## src/rtl/fpsd_pkg.sv

```systemverilog
// Shared types and constants for the fused-estimate PID split drive.
// No dependencies; every other file uses it by scoped names.
package fpsd_pkg;

	localparam int TEMP_W  = 16;
	localparam int COEF_W  = 32;
	localparam int ACC_W   = 64;
	localparam int DEV_W   = 17;
	localparam int EST_W   = 32;
	localparam int ERR_W   = 17;
	localparam int IDX_W   = 3;
	localparam int DRIVE_LIMIT_DEF = 255;

	// estimator constants, Q.24
	localparam logic signed [COEF_W-1:0] EST1_B = 32'sd40802;
	localparam logic signed [COEF_W-1:0] EST1_P = 32'sd16653065;
	localparam logic signed [COEF_W-1:0] EST2_B = 32'sd153646;
	localparam logic signed [COEF_W-1:0] EST2_P = 32'sd16441672;

	typedef enum logic [IDX_W-1:0] {
		REG_SETPOINT   = 3'd0,
		REG_ERR_NOW    = 3'd1,
		REG_ERR_PREV   = 3'd2,
		REG_ERR_PREV2  = 3'd3,
		REG_DRV_PREV   = 3'd4,
		REG_DRV_PREV2  = 3'd5
	} reg_idx_t;

	typedef struct packed {
		logic signed [TEMP_W-1:0] setpoint;
		logic signed [COEF_W-1:0] err_now;
		logic signed [COEF_W-1:0] err_prev;
		logic signed [COEF_W-1:0] err_prev2;
		logic signed [COEF_W-1:0] drv_prev;
		logic signed [COEF_W-1:0] drv_prev2;
	} cfg_t;

	typedef struct packed {
		logic start;
		logic clear;
	} mac_ctl_t;

	typedef enum logic [2:0] {
		S_IDLE, S_ISSUE, S_WAIT, S_EST, S_FUSE, S_FIN, S_DONE
	} state_t;

	typedef enum logic [3:0] {
		OP_E1_DEV, OP_E1_Y, OP_E2_DEV, OP_E2_Y,
		OP_D_PREV, OP_D_PREV2, OP_E_NOW, OP_E_PREV, OP_E_PREV2
	} op_t;

endpackage

```

## src/rtl/fpsd_if.sv

```systemverilog
// Valid/ready channel interfaces for sample input and drive result.
// Depends on fpsd_pkg for field widths.
interface fpsd_in_if;
	logic                                valid;
	logic                                ready;
	logic signed [fpsd_pkg::TEMP_W-1:0]  temp_first;
	logic signed [fpsd_pkg::TEMP_W-1:0]  temp_second;
	logic signed [fpsd_pkg::TEMP_W-1:0]  temp_third;
	logic                                capture_baseline;
	modport source (output valid, temp_first, temp_second, temp_third, capture_baseline,
		input ready);
	modport sink (input valid, temp_first, temp_second, temp_third, capture_baseline,
		output ready);
endinterface

interface fpsd_out_if;
	logic                                valid;
	logic                                ready;
	logic [7:0]                          heat_duty;
	logic [7:0]                          cool_duty;
	logic signed [8:0]                   drive;
	logic signed [fpsd_pkg::TEMP_W-1:0]  fused_estimate;
	logic signed [fpsd_pkg::ERR_W-1:0]   error_value;
	modport source (output valid, heat_duty, cool_duty, drive, fused_estimate, error_value,
		input ready);
	modport sink (input valid, heat_duty, cool_duty, drive, fused_estimate, error_value,
		output ready);
endinterface

```

## src/rtl/fpsd_cfg.sv

```systemverilog
// Configuration register bank: setpoint and difference-equation weights.
// Depends on fpsd_pkg.
module fpsd_cfg (
	input  logic                                clk,
	input  logic                                arst_n,
	input  logic                                we,
	input  logic [fpsd_pkg::IDX_W-1:0]          index,
	input  logic [fpsd_pkg::COEF_W-1:0]         data,
	output fpsd_pkg::cfg_t                      cfg
);
	fpsd_pkg::cfg_t cfg_q;

	always_ff @(posedge clk or negedge arst_n) begin
		if (!arst_n) begin
			cfg_q.setpoint  <= 16'sd8960;
			cfg_q.err_now   <= 32'sd11907891;
			cfg_q.err_prev  <= -32'sd23311155;
			cfg_q.err_prev2 <= 32'sd11403264;
			cfg_q.drv_prev  <= -32'sd231;
			cfg_q.drv_prev2 <= 32'sd65307;
		end else if (we) begin
			unique case (index)
				fpsd_pkg::REG_SETPOINT:  cfg_q.setpoint  <= data[fpsd_pkg::TEMP_W-1:0];
				fpsd_pkg::REG_ERR_NOW:   cfg_q.err_now   <= data;
				fpsd_pkg::REG_ERR_PREV:  cfg_q.err_prev  <= data;
				fpsd_pkg::REG_ERR_PREV2: cfg_q.err_prev2 <= data;
				fpsd_pkg::REG_DRV_PREV:  cfg_q.drv_prev  <= data;
				fpsd_pkg::REG_DRV_PREV2: cfg_q.drv_prev2 <= data;
				default: ;
			endcase
		end
	end

	assign cfg = cfg_q;
endmodule

```

## src/rtl/fpsd_smac.sv

```systemverilog
// Bit-serial signed multiply-accumulate: one multiplier bit per cycle.
// Depends on fpsd_pkg for widths and the control struct.
module fpsd_smac (
	input  logic                                clk,
	input  logic                                arst_n,
	input  fpsd_pkg::mac_ctl_t                  ctl,
	input  logic signed [fpsd_pkg::ACC_W-1:0]   mcand,
	input  logic signed [fpsd_pkg::COEF_W-1:0]  mplier,
	output logic                                busy,
	output logic signed [fpsd_pkg::ACC_W-1:0]   acc
);
	localparam int CNT_W = $clog2(fpsd_pkg::COEF_W);

	logic signed [fpsd_pkg::ACC_W-1:0]  a_q;
	logic [fpsd_pkg::COEF_W-1:0]        b_q;
	logic [CNT_W-1:0]                   cnt_q;
	logic                               busy_q;
	logic signed [fpsd_pkg::ACC_W-1:0]  acc_q;
	logic signed [fpsd_pkg::ACC_W-1:0]  pp;
	logic                               last;

	assign pp   = b_q[0] ? a_q : '0;
	assign last = (cnt_q == CNT_W'(fpsd_pkg::COEF_W - 1));

	always_ff @(posedge clk or negedge arst_n) begin
		if (!arst_n) begin
			busy_q <= 1'b0;
			cnt_q  <= '0;
			acc_q  <= '0;
		end else if (ctl.start) begin
			busy_q <= 1'b1;
			cnt_q  <= '0;
			if (ctl.clear)
				acc_q <= '0;
		end else if (busy_q) begin
			// the sign bit of the multiplier carries negative weight
			acc_q <= last ? acc_q - pp : acc_q + pp;
			cnt_q <= cnt_q + CNT_W'(1);
			if (last)
				busy_q <= 1'b0;
		end
	end

	always_ff @(posedge clk) begin
		if (ctl.start) begin
			a_q <= mcand;
			b_q <= mplier;
		end else if (busy_q) begin
			a_q <= a_q <<< 1;
			b_q <= b_q >> 1;
		end
	end

	assign busy = busy_q;
	assign acc  = acc_q;
endmodule

```

## src/rtl/fused_estimate_pid_split_drive.sv

```systemverilog
// Top level of the fused-estimate PID split drive: sequencer, state and output.
// Depends on fpsd_pkg, fpsd_if, fpsd_cfg and fpsd_smac.
//
// Usage: samples arrive on in_ch (valid/ready); one result per sample leaves on
// out_ch. in_ch.ready is high while the sequencer is idle, one sample at a time.
// A capture sample stores the baselines and returns an all-zero result. An
// ordinary sample runs nine multiply-accumulates on one bit-serial MAC, each a
// load, the multiplier bits in turn and a check that the MAC has finished, plus
// two rounding steps, fusion and finish; the serial MAC sets the throughput, as
// the next sample is taken only once the sequencer is back in idle.
// The result sits in an output register; the next sample is accepted while it
// waits, and a finished result waits in the sequencer until out_ch takes the
// previous one. Configuration writes (cfg_we, cfg_index, cfg_data) belong in
// idle periods; indexes past the last register are ignored.
// Reset (arst_n low) restores default weights and setpoint, clears baselines,
// estimator and controller history, and drops any pending result.
module fused_estimate_pid_split_drive #(
	parameter int DRIVE_LIMIT = fpsd_pkg::DRIVE_LIMIT_DEF
) (
	input  logic                           clk,
	input  logic                           arst_n,
	fpsd_in_if.sink                        in_ch,
	fpsd_out_if.source                     out_ch,
	input  logic                           cfg_we,
	input  logic [fpsd_pkg::IDX_W-1:0]     cfg_index,
	input  logic [fpsd_pkg::COEF_W-1:0]    cfg_data
);
	localparam int ACC_W = fpsd_pkg::ACC_W;
	localparam int DH_W  = $clog2(DRIVE_LIMIT + 1) + 17;
	localparam logic signed [ACC_W-1:0] LIM = ACC_W'(DRIVE_LIMIT) <<< 32;
	localparam logic signed [ACC_W-1:0] DLIM = ACC_W'(DRIVE_LIMIT) <<< 16;

	fpsd_pkg::cfg_t     cfg;
	fpsd_pkg::mac_ctl_t mac_ctl;
	fpsd_pkg::state_t   state_q, state_d;
	fpsd_pkg::op_t      op_q;

	logic                               mac_busy;
	logic signed [ACC_W-1:0]            acc;
	logic signed [ACC_W-1:0]            mcand;
	logic signed [fpsd_pkg::COEF_W-1:0] mplier;

	logic signed [15:0]           base1_q, base2_q, base3_q;
	logic signed [fpsd_pkg::DEV_W-1:0] dev1_q, dev2_q, dev1p_q, dev2p_q;
	logic signed [fpsd_pkg::EST_W-1:0] y1_q, y2_q;
	logic signed [fpsd_pkg::ERR_W-1:0] eh0_q, eh1_q, err_q;
	logic signed [DH_W-1:0]            dh0_q, dh1_q;
	logic signed [15:0]                fused_q;

	logic [7:0]                   r_heat_q, r_cool_q;
	logic signed [8:0]            r_drive_q;
	logic signed [15:0]           r_fused_q;
	logic signed [fpsd_pkg::ERR_W-1:0] r_err_q;
	logic                         out_valid_q;

	logic in_acc, out_load;

	fpsd_cfg u_cfg (
		.clk(clk), .arst_n(arst_n), .we(cfg_we), .index(cfg_index), .data(cfg_data),
		.cfg(cfg)
	);

	fpsd_smac u_mac (
		.clk(clk), .arst_n(arst_n), .ctl(mac_ctl), .mcand(mcand), .mplier(mplier),
		.busy(mac_busy), .acc(acc)
	);

	assign in_acc   = in_ch.valid && in_ch.ready;
	assign in_ch.ready = (state_q == fpsd_pkg::S_IDLE);
	assign out_load = (state_q == fpsd_pkg::S_DONE) && (!out_valid_q || out_ch.ready);

	// operand select for the current product
	always_comb begin
		unique case (op_q)
			fpsd_pkg::OP_E1_DEV: begin
				mplier = fpsd_pkg::EST1_B;
				mcand  = ACC_W'(18'(dev1_q) + 18'(dev1p_q)) <<< 8;
			end
			fpsd_pkg::OP_E1_Y: begin
				mplier = fpsd_pkg::EST1_P;
				mcand  = ACC_W'(y1_q);
			end
			fpsd_pkg::OP_E2_DEV: begin
				mplier = fpsd_pkg::EST2_B;
				mcand  = ACC_W'(18'(dev2_q) + 18'(dev2p_q)) <<< 8;
			end
			fpsd_pkg::OP_E2_Y: begin
				mplier = fpsd_pkg::EST2_P;
				mcand  = ACC_W'(y2_q);
			end
			fpsd_pkg::OP_D_PREV: begin
				mplier = cfg.drv_prev;
				mcand  = ACC_W'(dh0_q);
			end
			fpsd_pkg::OP_D_PREV2: begin
				mplier = cfg.drv_prev2;
				mcand  = ACC_W'(dh1_q);
			end
			fpsd_pkg::OP_E_NOW: begin
				mplier = cfg.err_now;
				mcand  = ACC_W'(err_q) <<< 8;
			end
			fpsd_pkg::OP_E_PREV: begin
				mplier = cfg.err_prev;
				mcand  = ACC_W'(eh0_q) <<< 8;
			end
			fpsd_pkg::OP_E_PREV2: begin
				mplier = cfg.err_prev2;
				mcand  = ACC_W'(eh1_q) <<< 8;
			end
			default: begin
				mplier = '0;
				mcand  = '0;
			end
		endcase
	end

	always_comb begin
		mac_ctl.start = (state_q == fpsd_pkg::S_ISSUE);
		mac_ctl.clear = (op_q == fpsd_pkg::OP_E1_DEV) || (op_q == fpsd_pkg::OP_E2_DEV)
			|| (op_q == fpsd_pkg::OP_D_PREV);
	end

	// next state
	always_comb begin
		state_d = state_q;
		unique case (state_q)
			fpsd_pkg::S_IDLE:
				if (in_acc)
					state_d = in_ch.capture_baseline ? fpsd_pkg::S_DONE : fpsd_pkg::S_ISSUE;
			fpsd_pkg::S_ISSUE: state_d = fpsd_pkg::S_WAIT;
			fpsd_pkg::S_WAIT:
				if (!mac_busy) begin
					priority case (op_q)
						fpsd_pkg::OP_E1_Y, fpsd_pkg::OP_E2_Y: state_d = fpsd_pkg::S_EST;
						fpsd_pkg::OP_E_PREV2: state_d = fpsd_pkg::S_FIN;
						default: state_d = fpsd_pkg::S_ISSUE;
					endcase
				end
			fpsd_pkg::S_EST:
				state_d = (op_q == fpsd_pkg::OP_E2_Y) ? fpsd_pkg::S_FUSE : fpsd_pkg::S_ISSUE;
			fpsd_pkg::S_FUSE: state_d = fpsd_pkg::S_ISSUE;
			fpsd_pkg::S_FIN:  state_d = fpsd_pkg::S_DONE;
			fpsd_pkg::S_DONE:
				if (out_load)
					state_d = fpsd_pkg::S_IDLE;
			default: state_d = fpsd_pkg::S_IDLE;
		endcase
	end

	// rounding, fusion and finish arithmetic
	logic signed [ACC_W-1:0] y_rnd, y_sat;
	logic signed [33:0]      fsum;
	logic signed [24:0]      fsh;
	logic signed [15:0]      fused_d;
	logic signed [ACC_W-1:0] acc_c, d64, whole64;
	logic signed [DH_W-1:0]  d_new;

	always_comb begin
		y_rnd = (acc + (ACC_W'(1) <<< 23)) >>> 24;
		if (y_rnd > ACC_W'(32'sh7fffffff))
			y_sat = ACC_W'(32'sh7fffffff);
		else if (y_rnd < -(ACC_W'(1) <<< 31))
			y_sat = -(ACC_W'(1) <<< 31);
		else
			y_sat = y_rnd;

		fsum = (34'(base3_q) <<< 9) + 34'(y1_q) + 34'(y2_q) + 34'sd256;
		fsh  = 25'(fsum >>> 9);
		if (fsh > 25'sd32767)
			fused_d = 16'sh7fff;
		else if (fsh < -25'sd32768)
			fused_d = 16'sh8000;
		else
			fused_d = 16'(fsh);

		if (acc > LIM)
			acc_c = LIM;
		else if (acc < -LIM)
			acc_c = -LIM;
		else
			acc_c = acc;
		d64   = (acc_c + (ACC_W'(1) <<< 15)) >>> 16;
		d_new = DH_W'(d64);
		if (d64 < 0)
			whole64 = -((-d64) >>> 16);
		else
			whole64 = d64 >>> 16;
	end

	always_ff @(posedge clk or negedge arst_n) begin
		if (!arst_n) begin
			state_q     <= fpsd_pkg::S_IDLE;
			op_q        <= fpsd_pkg::OP_E1_DEV;
			out_valid_q <= 1'b0;
			base1_q <= '0; base2_q <= '0; base3_q <= '0;
			dev1p_q <= '0; dev2p_q <= '0;
			y1_q    <= '0; y2_q    <= '0;
			eh0_q   <= '0; eh1_q   <= '0;
			dh0_q   <= '0; dh1_q   <= '0;
		end else begin
			state_q <= state_d;
			if (out_load)
				out_valid_q <= 1'b1;
			else if (out_ch.ready)
				out_valid_q <= 1'b0;
			unique case (state_q)
				fpsd_pkg::S_IDLE:
					if (in_acc && in_ch.capture_baseline) begin
						base1_q <= in_ch.temp_first;
						base2_q <= in_ch.temp_second;
						base3_q <= in_ch.temp_third;
						dev1p_q <= '0; dev2p_q <= '0;
						y1_q    <= '0; y2_q    <= '0;
					end else if (in_acc) begin
						op_q <= fpsd_pkg::OP_E1_DEV;
					end
				fpsd_pkg::S_WAIT:
					if (!mac_busy && op_q != fpsd_pkg::OP_E1_Y && op_q != fpsd_pkg::OP_E2_Y
						&& op_q != fpsd_pkg::OP_E_PREV2)
						op_q <= fpsd_pkg::op_t'(op_q + 4'd1);
				fpsd_pkg::S_EST: begin
					// advance past the rounding step
					op_q <= fpsd_pkg::op_t'(op_q + 4'd1);
					if (op_q == fpsd_pkg::OP_E1_Y) begin
						y1_q    <= 32'(y_sat);
						dev1p_q <= dev1_q;
					end else begin
						y2_q    <= 32'(y_sat);
						dev2p_q <= dev2_q;
					end
				end
				fpsd_pkg::S_FIN: begin
					dh1_q <= dh0_q;
					dh0_q <= d_new;
					eh1_q <= eh0_q;
					eh0_q <= err_q;
				end
				default: ;
			endcase
		end
	end

	// payload registers
	always_ff @(posedge clk) begin
		if (in_acc) begin
			dev1_q <= 17'(in_ch.temp_first) - 17'(base1_q);
			dev2_q <= 17'(in_ch.temp_second) - 17'(base2_q);
			r_heat_q <= '0; r_cool_q <= '0; r_drive_q <= '0;
			r_fused_q <= '0; r_err_q <= '0;
		end
		if (state_q == fpsd_pkg::S_FUSE) begin
			fused_q <= fused_d;
			err_q   <= 17'(cfg.setpoint) - 17'(fused_d);
		end
		if (state_q == fpsd_pkg::S_FIN) begin
			r_heat_q  <= (d64 > 0) ? whole64[7:0] : 8'd0;
			r_cool_q  <= (d64 > 0) ? 8'd0 : 8'((-whole64));
			r_drive_q <= whole64[8:0];
			r_fused_q <= fused_q;
			r_err_q   <= err_q;
		end
		if (out_load) begin
			out_ch.heat_duty      <= r_heat_q;
			out_ch.cool_duty      <= r_cool_q;
			out_ch.drive          <= r_drive_q;
			out_ch.fused_estimate <= r_fused_q;
			out_ch.error_value    <= r_err_q;
		end
	end

	assign out_ch.valid = out_valid_q;

	a_mac_only_in_wait: assert property (@(posedge clk) disable iff (!arst_n)
		mac_busy |-> state_q == fpsd_pkg::S_WAIT)
		else $error("serial MAC busy outside its wait state");

	a_capture_direct: assert property (@(posedge clk) disable iff (!arst_n)
		(in_acc && in_ch.capture_baseline) |=> state_q == fpsd_pkg::S_DONE)
		else $error("capture transaction did not go straight to result");

	a_split_duty: assert property (@(posedge clk) disable iff (!arst_n)
		out_ch.valid |-> (out_ch.heat_duty == 8'd0 || out_ch.cool_duty == 8'd0))
		else $error("heat and cool duty both active");

	a_drive_bounded: assert property (@(posedge clk) disable iff (!arst_n)
		(ACC_W'(dh0_q) <= DLIM) && (ACC_W'(dh0_q) >= -DLIM))
		else $error("stored drive outside limit");

	a_no_accept_busy: assert property (@(posedge clk) disable iff (!arst_n)
		(state_q == fpsd_pkg::S_ISSUE) |=> !in_ch.ready)
		else $error("input ready while a product is running");
endmodule
```

## src/flat_wrapper.sv

```systemverilog
// flat-port wrapper written by rule: the top's interface ports become plain ports
module fused_estimate_pid_split_drive_flat 
#(
	parameter int DRIVE_LIMIT = fpsd_pkg::DRIVE_LIMIT_DEF
)
  (clk, arst_n, cfg_we, cfg_index, cfg_data, in_ch_valid, in_ch_temp_first, in_ch_temp_second, in_ch_temp_third, in_ch_capture_baseline, in_ch_ready, out_ch_valid, out_ch_heat_duty, out_ch_cool_duty, out_ch_drive, out_ch_fused_estimate, out_ch_error_value, out_ch_ready);
  fpsd_in_if in_ch_i ();
  fpsd_out_if out_ch_i ();
  input  logic clk;
  input  logic arst_n;
  input  logic cfg_we;
  input  logic [fpsd_pkg::IDX_W-1:0] cfg_index;
  input  logic [fpsd_pkg::COEF_W-1:0] cfg_data;
  input wire logic [$bits(in_ch_i.valid)-1:0] in_ch_valid;
  input wire logic [$bits(in_ch_i.temp_first)-1:0] in_ch_temp_first;
  input wire logic [$bits(in_ch_i.temp_second)-1:0] in_ch_temp_second;
  input wire logic [$bits(in_ch_i.temp_third)-1:0] in_ch_temp_third;
  input wire logic [$bits(in_ch_i.capture_baseline)-1:0] in_ch_capture_baseline;
  output wire logic [$bits(in_ch_i.ready)-1:0] in_ch_ready;
  output wire logic [$bits(out_ch_i.valid)-1:0] out_ch_valid;
  output wire logic [$bits(out_ch_i.heat_duty)-1:0] out_ch_heat_duty;
  output wire logic [$bits(out_ch_i.cool_duty)-1:0] out_ch_cool_duty;
  output wire logic [$bits(out_ch_i.drive)-1:0] out_ch_drive;
  output wire logic [$bits(out_ch_i.fused_estimate)-1:0] out_ch_fused_estimate;
  output wire logic [$bits(out_ch_i.error_value)-1:0] out_ch_error_value;
  input wire logic [$bits(out_ch_i.ready)-1:0] out_ch_ready;
  assign in_ch_i.valid = in_ch_valid;
  assign in_ch_i.temp_first = in_ch_temp_first;
  assign in_ch_i.temp_second = in_ch_temp_second;
  assign in_ch_i.temp_third = in_ch_temp_third;
  assign in_ch_i.capture_baseline = in_ch_capture_baseline;
  assign in_ch_ready = in_ch_i.ready;
  assign out_ch_valid = out_ch_i.valid;
  assign out_ch_heat_duty = out_ch_i.heat_duty;
  assign out_ch_cool_duty = out_ch_i.cool_duty;
  assign out_ch_drive = out_ch_i.drive;
  assign out_ch_fused_estimate = out_ch_i.fused_estimate;
  assign out_ch_error_value = out_ch_i.error_value;
  assign out_ch_i.ready = out_ch_ready;
  fused_estimate_pid_split_drive #(.DRIVE_LIMIT(DRIVE_LIMIT)) u_core (.clk(clk), .arst_n(arst_n), .in_ch(in_ch_i), .out_ch(out_ch_i), .cfg_we(cfg_we), .cfg_index(cfg_index), .cfg_data(cfg_data));
endmodule
```

## config.mk

```make
export PLATFORM = sky130hd
export DESIGN_NAME = fused_estimate_pid_split_drive_flat
export DESIGN_NICKNAME = d
export VERILOG_FILES = /design/src/rtl/fpsd_pkg.sv /design/src/rtl/fpsd_if.sv /design/src/rtl/fpsd_cfg.sv /design/src/rtl/fpsd_smac.sv /design/src/rtl/fused_estimate_pid_split_drive.sv /design/src/flat_wrapper.sv
export SDC_FILE = /design/constraint.sdc
export NUM_CORES = 2
export LEC_CHECK = 0
export ABC_AREA = 1
export BUFFER_PORTS_ARGS = -buffer_cell sky130_fd_sc_hd__buf_2
export CAP_MARGIN = 40
export CORE_UTILIZATION = 43
export CTS_CLUSTER_DIAMETER = 60
export DETAILED_ROUTE_END_ITERATION = 16
export GPL_ROUTABILITY_DRIVEN = 0
export PLACE_DENSITY = 0.59
export SYNTH_ARGS = -nofsm -noshare
export SYNTH_HDL_FRONTEND = slang
export SYNTH_SLANG_ARGS = --single-unit
```

## constraint.sdc

```tcl
create_clock -name clk -period 5.7 [get_ports clk]
set_clock_uncertainty 0.15 [all_clocks]
set_input_delay 0.285 -clock clk [delete_from_list [all_inputs] [get_ports clk]]
set_output_delay 0.285 -clock clk [all_outputs]
set_load 0.005 [all_outputs]
```

# After elaboration in Yosys (flattened, before gate mapping)
# Index checks and enable logic that the tools add are counted.
classes:
  n_addsub: 17
  order_cmp: 8
  eq_ne: 32
  mux: 57
  reduce_logical: 32
ops:
  columns: ["op", "count"]
  rows:
  - ["two-way mux 64 bit", 9]
  - ["one-hot mux 64 bit (9 select lines)", 1]
  - ["one-hot mux 32 bit (9 select lines)", 1]
  - ["two-way mux 32 bit", 7]
  - ["one-hot mux 32 bit (2 select lines)", 2]
  - ["two-way mux 17 bit", 5]
  - ["one-hot mux 17 bit (2 select lines)", 2]
  - ["adder 64 x 17 -> 64 bit, second input constant", 1]
  - ["adder 64 x 25 -> 64 bit, second input constant", 1]
  - ["adder 64 bit", 1]
  - ["greater-than comparator 64 x 41 -> 1 bit, second input constant", 1]
  - ["less-than comparator 64 x 41 -> 1 bit, second input constant", 1]
  - ["two-way mux 16 bit", 4]
  - ["subtractor 64 bit", 1]
  - ["subtractor 16 x 16 -> 17 bit", 3]
  - ["greater-than comparator 48 x 1 -> 1 bit, second input constant", 1]
  - ["less-than comparator 48 x 1 -> 1 bit, second input constant", 1]
  - ["greater-than comparator 40 x 32 -> 1 bit, second input constant", 1]
  - ["less-than comparator 40 x 32 -> 1 bit, second input constant", 1]
  - ["two-way mux 8 bit", 5]
  - ["adder 17 x 17 -> 18 bit", 2]
  - ["adder 33 x 32 -> 34 bit", 1]
  - ["adder 34 x 10 -> 34 bit, second input constant", 1]
  - ["adder 25 x 32 -> 33 bit", 1]
  - ["other kinds (39)", 92]
totals:
  reg_bits: 763
  input_bits: 89
  out_inout_bits: 60
  wordCells: 185

# Longest topological paths before layout
depth:
  ltp_word: 10
  mapped_depth: 46
  mapped_depth_nobuf: 45

# By module
# Synthesis repeated with hierarchy kept, for this count alone.
hier_totals:
  hier_cells: 6417
  hier_area_um2: 48749.3
modules_own_cells:
  columns: ["module", "instances", "cells_per_inst", "area_each_um2", "seq_area_each_um2"]
  rows:
  - ["fused_estimate_pid_split_drive", 1, 3267, 26993.4, 11451.0]
  - ["fpsd_smac", 1, 2379, 14830.5, 4634.4]
  - ["fpsd_cfg", 1, 771, 6925.4, 4504.3]

# Worst setup path before layout
# No wires, ideal clock.
synth_path:
  path_kind: "register to register"
  startpoint: "reg u_core.y2_q[10] (netlist name)"
  endpoint: "reg u_core.err_q[14] (netlist name) (data pin)"
  setup_ns: 0.258
  arrival_time_ns: 5.437
  required_ns: 5.292
  setup_slack_ns: -0.145
  stages_incl_launch_ff: 42
  path_buffers: 1
  period_less_slack_ns: 5.845
  cell_sequence: "dfrtp_1 -> fa_1 -> ha_1 -> a21oi_1 -> nor2_1 -> o21ai_0 -> o211ai_1 -> a31oi_1 -> o21ai_0 -> nand2_1 -> nand2_1 -> nand2_1 -> nand2_1 -> a21oi_1 -> xor2_1 -> nand2_1 -> nor2_1 -> nand3_1 -> (+6 left out) -> fa_1 -> nand3_1 -> nand2_1 -> a21oi_1 -> o21bai_1 -> a21oi_1 -> o21bai_1 -> a21oi_1 -> inv_1 -> a21oi_1 -> inv_1 -> nand2_1 -> inv_1 -> o21ai_0 -> nand2_1 -> nand3_1 -> nand2_1 -> xor2_1"
synth_via:
  elab_chain_len: 6
  elab_cells_between_ends: 7
  classes_between: "add/sub: 3; order compare: 2; mux: 2"
synth_lines:
  columns: ["item", "line_no", "rtl"]
  rows:
  - ["from (decl)", "fused_estimate_pid_split_drive.sv:45", "logic signed [fpsd_pkg::EST_W-1:0] y1_q, y2_q;"]
  - ["from (signal assigned)", "fused_estimate_pid_split_drive.sv:229", "y2_q <= 32'(y_sat);"]
  - ["adder 33 x 32 -> 34 bit *", "fused_estimate_pid_split_drive.sv:168", "fsum = (34'(base3_q) <<< 9) + 34'(y1_q) + 34'(y2_q) + 34'sd256;"]
  - ["adder 34 x 10 -> 34 bit *", "fused_estimate_pid_split_drive.sv:168", null]
  - ["less-than comparator 25 x 16 -> 1 bit", "fused_estimate_pid_split_drive.sv:172", "else if (fsh < -25'sd32768)"]
  - ["two-way mux 16 bit", "fused_estimate_pid_split_drive.sv:172", null]
  - ["two-way mux 16 bit *", "fused_estimate_pid_split_drive.sv:170", "if (fsh > 25'sd32767)"]
  - ["named net u_core.fused_d[0]", "fused_estimate_pid_split_drive.sv:155", "logic signed [15:0] fused_d;"]
  - ["subtractor 16 x 16 -> 17 bit *", "fused_estimate_pid_split_drive.sv:254", "err_q <= 17'(cfg.setpoint) - 17'(fused_d);"]
  - ["to (signal assigned)", "fused_estimate_pid_split_drive.sv:254", null]
  - ["to (decl)", "fused_estimate_pid_split_drive.sv:46", "logic signed [fpsd_pkg::ERR_W-1:0] eh0_q, eh1_q, err_q;"]
# The timed path passes the listed nets; every way through them passes the cells marked *.
# A chain may end at the register's enable or synchronous reset.

# Worst setup path after layout
layout_path:
  startpoint: "reg u_core.y2_q[12] (netlist name)"
  endpoint: "reg u_core.err_q[15] (netlist name) (data pin)"
# Same word-level chain as after synthesis.

==> results list <==
* Clock transition at the register clock pins on the worst setup and hold paths after CTS: 0.06 ns
- The synthesized design contains 279 enable-type register cells.
- Worst hold path type: input pin to async pin
* Areal power density over the cells: 698 nW/um^2
- Maximum number of pins on one net before global-route repair: 146
- The count of nets left with antenna violations once routing finished came out at 0.
- Of the available clock period, the critical path in the final layout requires 104%.
- Seq/Total Area, Yosys: 45.3%
* Number of vias per cell: 5.32
* TritonCTS Buffers: 92
- STA puts the critical path data required time at 6.00 ns.
- For this configuration, the core starts out at a cell density of 43.7%.
* Type of element capturing the critical path: flip-flop
- In this run the horizontal extent of the chip is 327 um.
- Chip height: 327 um
- Area of the core: 104000 sq um
- Clock Latency Late Sink: 0.70 ns
- Synth warn: 0
* Die Footprint: 107000 sq um
- Root buffer cell: sky130_fd_sc_hd__clkbuf_16
- The cell that appears most often on the critical path is sky130_fd_sc_hd__a21oi_2.
- Leakage power of the design: 26.1 nW
- Iteration-0 DRC Markers: 3286
* Total standard cell area after synthesis: 45400 sq um
* Number of nets in the layout: 6350
- In the global route stage, overall resource usage came out at 26.1%.
- Final hold slack: 0.0816 ns
- The number of global-route vias before repair came to 38.8k.
- In the final timing run, aggregate negative setup slack is -0.394 ns.
- Syn Nets: 5862
- CTS saw 763 sinks.
- For the finished layout, the period the worst path requires is 5.91 ns.
* Hpwl dp: 103000 um
* Synth Area per Inst: 8.19 sq um
- The final reports fail on negative setup slack.
- Cell type of the slowest stage on the worst timing path: sky130_fd_sc_hd__fa_1
* Critical path launch point type: flip-flop
- After synthesis the netlist holds a flip-flop and latch count of 763.
- Top flip-flop cell by instance count after synthesis: sky130_fd_sc_hd__dfrtp_1
* Signed area change from the synthesized netlist to the final layout: 21.4%
- For this run, the share of the core covered by cells in the final layout is 53.0%.
* Outcome: complete, but fails checks
* Worst slew margin relative to its limit: 37.2%
* Fraction of synthesis flops using an asynchronous set or reset pin: 63.4%
- In this run, distinct cell masters in the synthesized netlist total 66.
- Synthesis produced a netlist whose cell count is 5548.
- Share of post-route cells with drive strength above 1: 18.0%
- Clk buf depth: 3
- In the routed design, unresolved DRC markers number 0.
- For this block, the via count after detailed routing is 39.9k.
- Setup violations remaining at the end of the flow were counted as 5.
* Number of port buffers: 148
- Max-slew violation count: 0
- Most frequent cells in the layout: sky130_fd_sc_hd__nand2_1 (1458), sky130_fd_sc_hd__inv_1 (625), sky130_fd_sc_hd__o21ai_0 (437), sky130_fd_sc_hd__dfrtp_1 (404), sky130_fd_sc_hd__nor2_1 (395)
* Setup repair after global routing missed its margin: yes
- Setup CP Type: flip-flop to flip-flop
* Number of antenna violations at the first check in global routing: 4
- At the pin with the least slew margin, the transition time is 0.942 ns.
* Crit path largest cell delay: 0.59 ns
- Final wirelength: 141000 um
- Routed length per instance: 18.9 um
- Core Rows: 118
- Number of detailed-route iterations in the first pass: 6
- Most common cell after layout, fill and taps aside: sky130_fd_sc_hd__nand2_1
- Wire length of the first global-routing pass: 219000 um
- After layout, the worst setup slack is -0.207 ns.
* Worst VDD drop: 474 uV
* Worst reg2reg path endpoint: u_core.err_q[15]$_DFFE_PP_
- TritonCTS clock tree: built
- Timing-limited maximum frequency: 169 MHz
* Arrival time of data at the critical path endpoint: 6.21 ns
- Final hold viol count: 0
- Worst flop-to-flop path startpoint: u_core.y2_q[12]$_DFFE_PN0P_
* Num ports: 149
- MaxCap Viol Count: 0
- Counting cells, the worst reg-to-reg path comes to 41.
- The H-tree generated during clock tree synthesis spans 3 levels.
- Summed over all layers, the global routing overflow is 0.
- Critical-path maximum fanout: 5
* Flop2flop setup slack: -0.21 ns
[kinds of logic (layout without fill, tap and decap cells)]
group / count (synthesis) / after routing / synth area share [%]
buffers and inverters: 845 / 1409 / 7.17
adders and majority gates: 225 / 225 / 6.67
other: 0 / 1 / 0
DFF: 763 / 763 / 45.3
xor gates and xnor gates: 227 / 227 / 4.37
and+or+nand+nor: 2382 / 2382 / 22.1
AOI/OAI and AO/OA: 1106 / 1106 / 14.4
[area by class of cell]
| class | count | area (sq um) |
|---|---|---|
| Timing Repair Buffer | 580 | 4360 |
| Multi-Input combinational cell | 3940 | 22900 |
| Fill cell | 9856 | 48900 |
| Clock inverter | 54 | 536 |
| Tap cell | 1380 | 1730 |
| Clock buffer | 116 | 2600 |
| Sequential cell | 763 | 20600 |
| Inverter | 659 | 2490 |
| Antenna cell | 1 | 2.50 |
[worst max-delay path: cells and delay by family (launching register included)]
family | cells | cell delay, ns
and+or+nand+nor | 13 | 1.18
buffers and inverters | 7 | 0.65
xor gates and xnor gates | 2 | 0.23
adders and majority gates | 3 | 1.02
DFF | 1 | 0.40
AOI/OAI and AO/OA | 16 | 2.02
[Yosys cell counts, types with 10 or more instances]
cell type	number	area share, %
sky130_fd_sc_hd__nand2_1	1510	12
sky130_fd_sc_hd__inv_1	642	5.3
sky130_fd_sc_hd__o21ai_0	475	5.2
sky130_fd_sc_hd__nor2_1	429	3.5
sky130_fd_sc_hd__dfrtp_1	404	22
sky130_fd_sc_hd__edfxtp_1	279	18
sky130_fd_sc_hd__a21oi_1	244	2.7
sky130_fd_sc_hd__ha_1	196	5.4
sky130_fd_sc_hd__xor2_1	162	3.1
sky130_fd_sc_hd__nand3_1	149	1.6
sky130_fd_sc_hd__clkbuf_1	145	1.2
sky130_fd_sc_hd__dfstp_2	80	4.6
sky130_fd_sc_hd__nand4_1	71	0.98
sky130_fd_sc_hd__a22o_1	69	1.3
sky130_fd_sc_hd__nor3_1	67	0.74
sky130_fd_sc_hd__xnor2_1	65	1.3
sky130_fd_sc_hd__o22ai_1	49	0.67
sky130_fd_sc_hd__a31oi_1	45	0.62
sky130_fd_sc_hd__a221oi_1	43	0.83
sky130_fd_sc_hd__o21bai_1	42	0.69
sky130_fd_sc_hd__o21ai_1	31	0.34
sky130_fd_sc_hd__fa_1	29	1.3
sky130_fd_sc_hd__nand2_2	28	0.39
sky130_fd_sc_hd__nor2_2	26	0.36
sky130_fd_sc_hd__buf_1	24	0.20
sky130_fd_sc_hd__nor2_4	19	0.47
sky130_fd_sc_hd__o2111ai_1	19	0.37
sky130_fd_sc_hd__nor4_1	17	0.23
sky130_fd_sc_hd__a21o_1	16	0.26
sky130_fd_sc_hd__or2_2	13	0.18
sky130_fd_sc_hd__o211ai_1	12	0.20
sky130_fd_sc_hd__o21a_1	11	0.18
sky130_fd_sc_hd__inv_2	10	0.083
sky130_fd_sc_hd__nand3b_1	10	0.17
[per-layer routing]
layer	track usage, %	wire, um	up-vias
li1	-	-	19400
met1	35.1	62900	19100
met2	42.7	65300	1102
met3	4.26	8140	282
met4	9.10	4960	6
met5	0	37	-
[sequential cells by signal, indices dropped and copies added (netlist names), 17 cells and up]
name	count
u_core.u_mac.a_q	64
u_core.y1_q	32
u_core.dev2_q	17
u_core.dev2p_q	17
u_core.u_mac.acc	64
u_core.dh1_q	25
u_core.y2_q	32
u_core.out_ch.error_value	17
u_core.u_mac.b_q	32
u_core.eh1_q	17
u_core.err_q	17
u_core.r_err_q	17
u_core.dh0_q	25
u_core.dev1_q	17
u_core.dev1p_q	17
u_core.u_cfg.cfg	176
u_core.eh0_q	17
[timing repair]
item / 4_1_cts / 5_1_grt
hold buffers: 86 / 0
resized for setup: 49 / 249
endpoints found under the hold margin: 347 / 0
buffers inserted: 42 / 36
endpoints found under the setup margin: 14 / 48
pin swaps: 35 / 104
[worst max-delay path by stage]
| stage | startpoint | endpoint | slack (ns) | cells past startpoint |
|---|---|---|---|---|
| floorplan | u_core.y2_q[10]$_DFFE_PN0P_ | u_core.err_q[14]$_DFFE_PP_ | 0.0003 | 41 |
| finish | u_core.y2_q[12]$_DFFE_PN0P_ | u_core.err_q[15]$_DFFE_PP_ | -0.21 | 41 |
| CTS | u_core.y1_q[3]$_DFFE_PN0P_ | u_core.err_q[15]$_DFFE_PP_ | -0.04 | 42 |
| global route | u_core.y2_q[12]$_DFFE_PN0P_ | u_core.err_q[15]$_DFFE_PP_ | -0.60 | 40 |
| detailed placement | u_core.y2_q[12]$_DFFE_PN0P_ | u_core.err_q[15]$_DFFE_PP_ | -0.41 | 40 |
| global placement | u_core.y2_q[3]$_DFFE_PN0P_ | u_core.err_q[15]$_DFFE_PP_ | -0.33 | 42 |
[through the flow]
stage / setup slack (ns) / cell area, sq um / power (mW) / instances
after floorplan: 0.000346 / 45400 / 22.5 / 5548
after global placement: -0.332 / 49300 / 29.4 / 7156
after detailed placement: -0.411 / 49500 / 29.7 / 7166
after CTS: -0.0358 / 54000 / 36.9 / 7464
after global routing: -0.600 / 55200 / 41.3 / 7492
final: -0.207 / 55200 / 38.5 / 7493
[where the power goes]
group          switching (mW)  total [mW]  internal (mW)  leakage (nW)
registers                1.22        9.48           8.26          8.86
clock network            2.52        5.99           3.46          1.54
logic                    13.8        23.0           9.26          15.7
total                    17.5        38.5           21.0          26.1
Power figures use the tool's default switching activity.
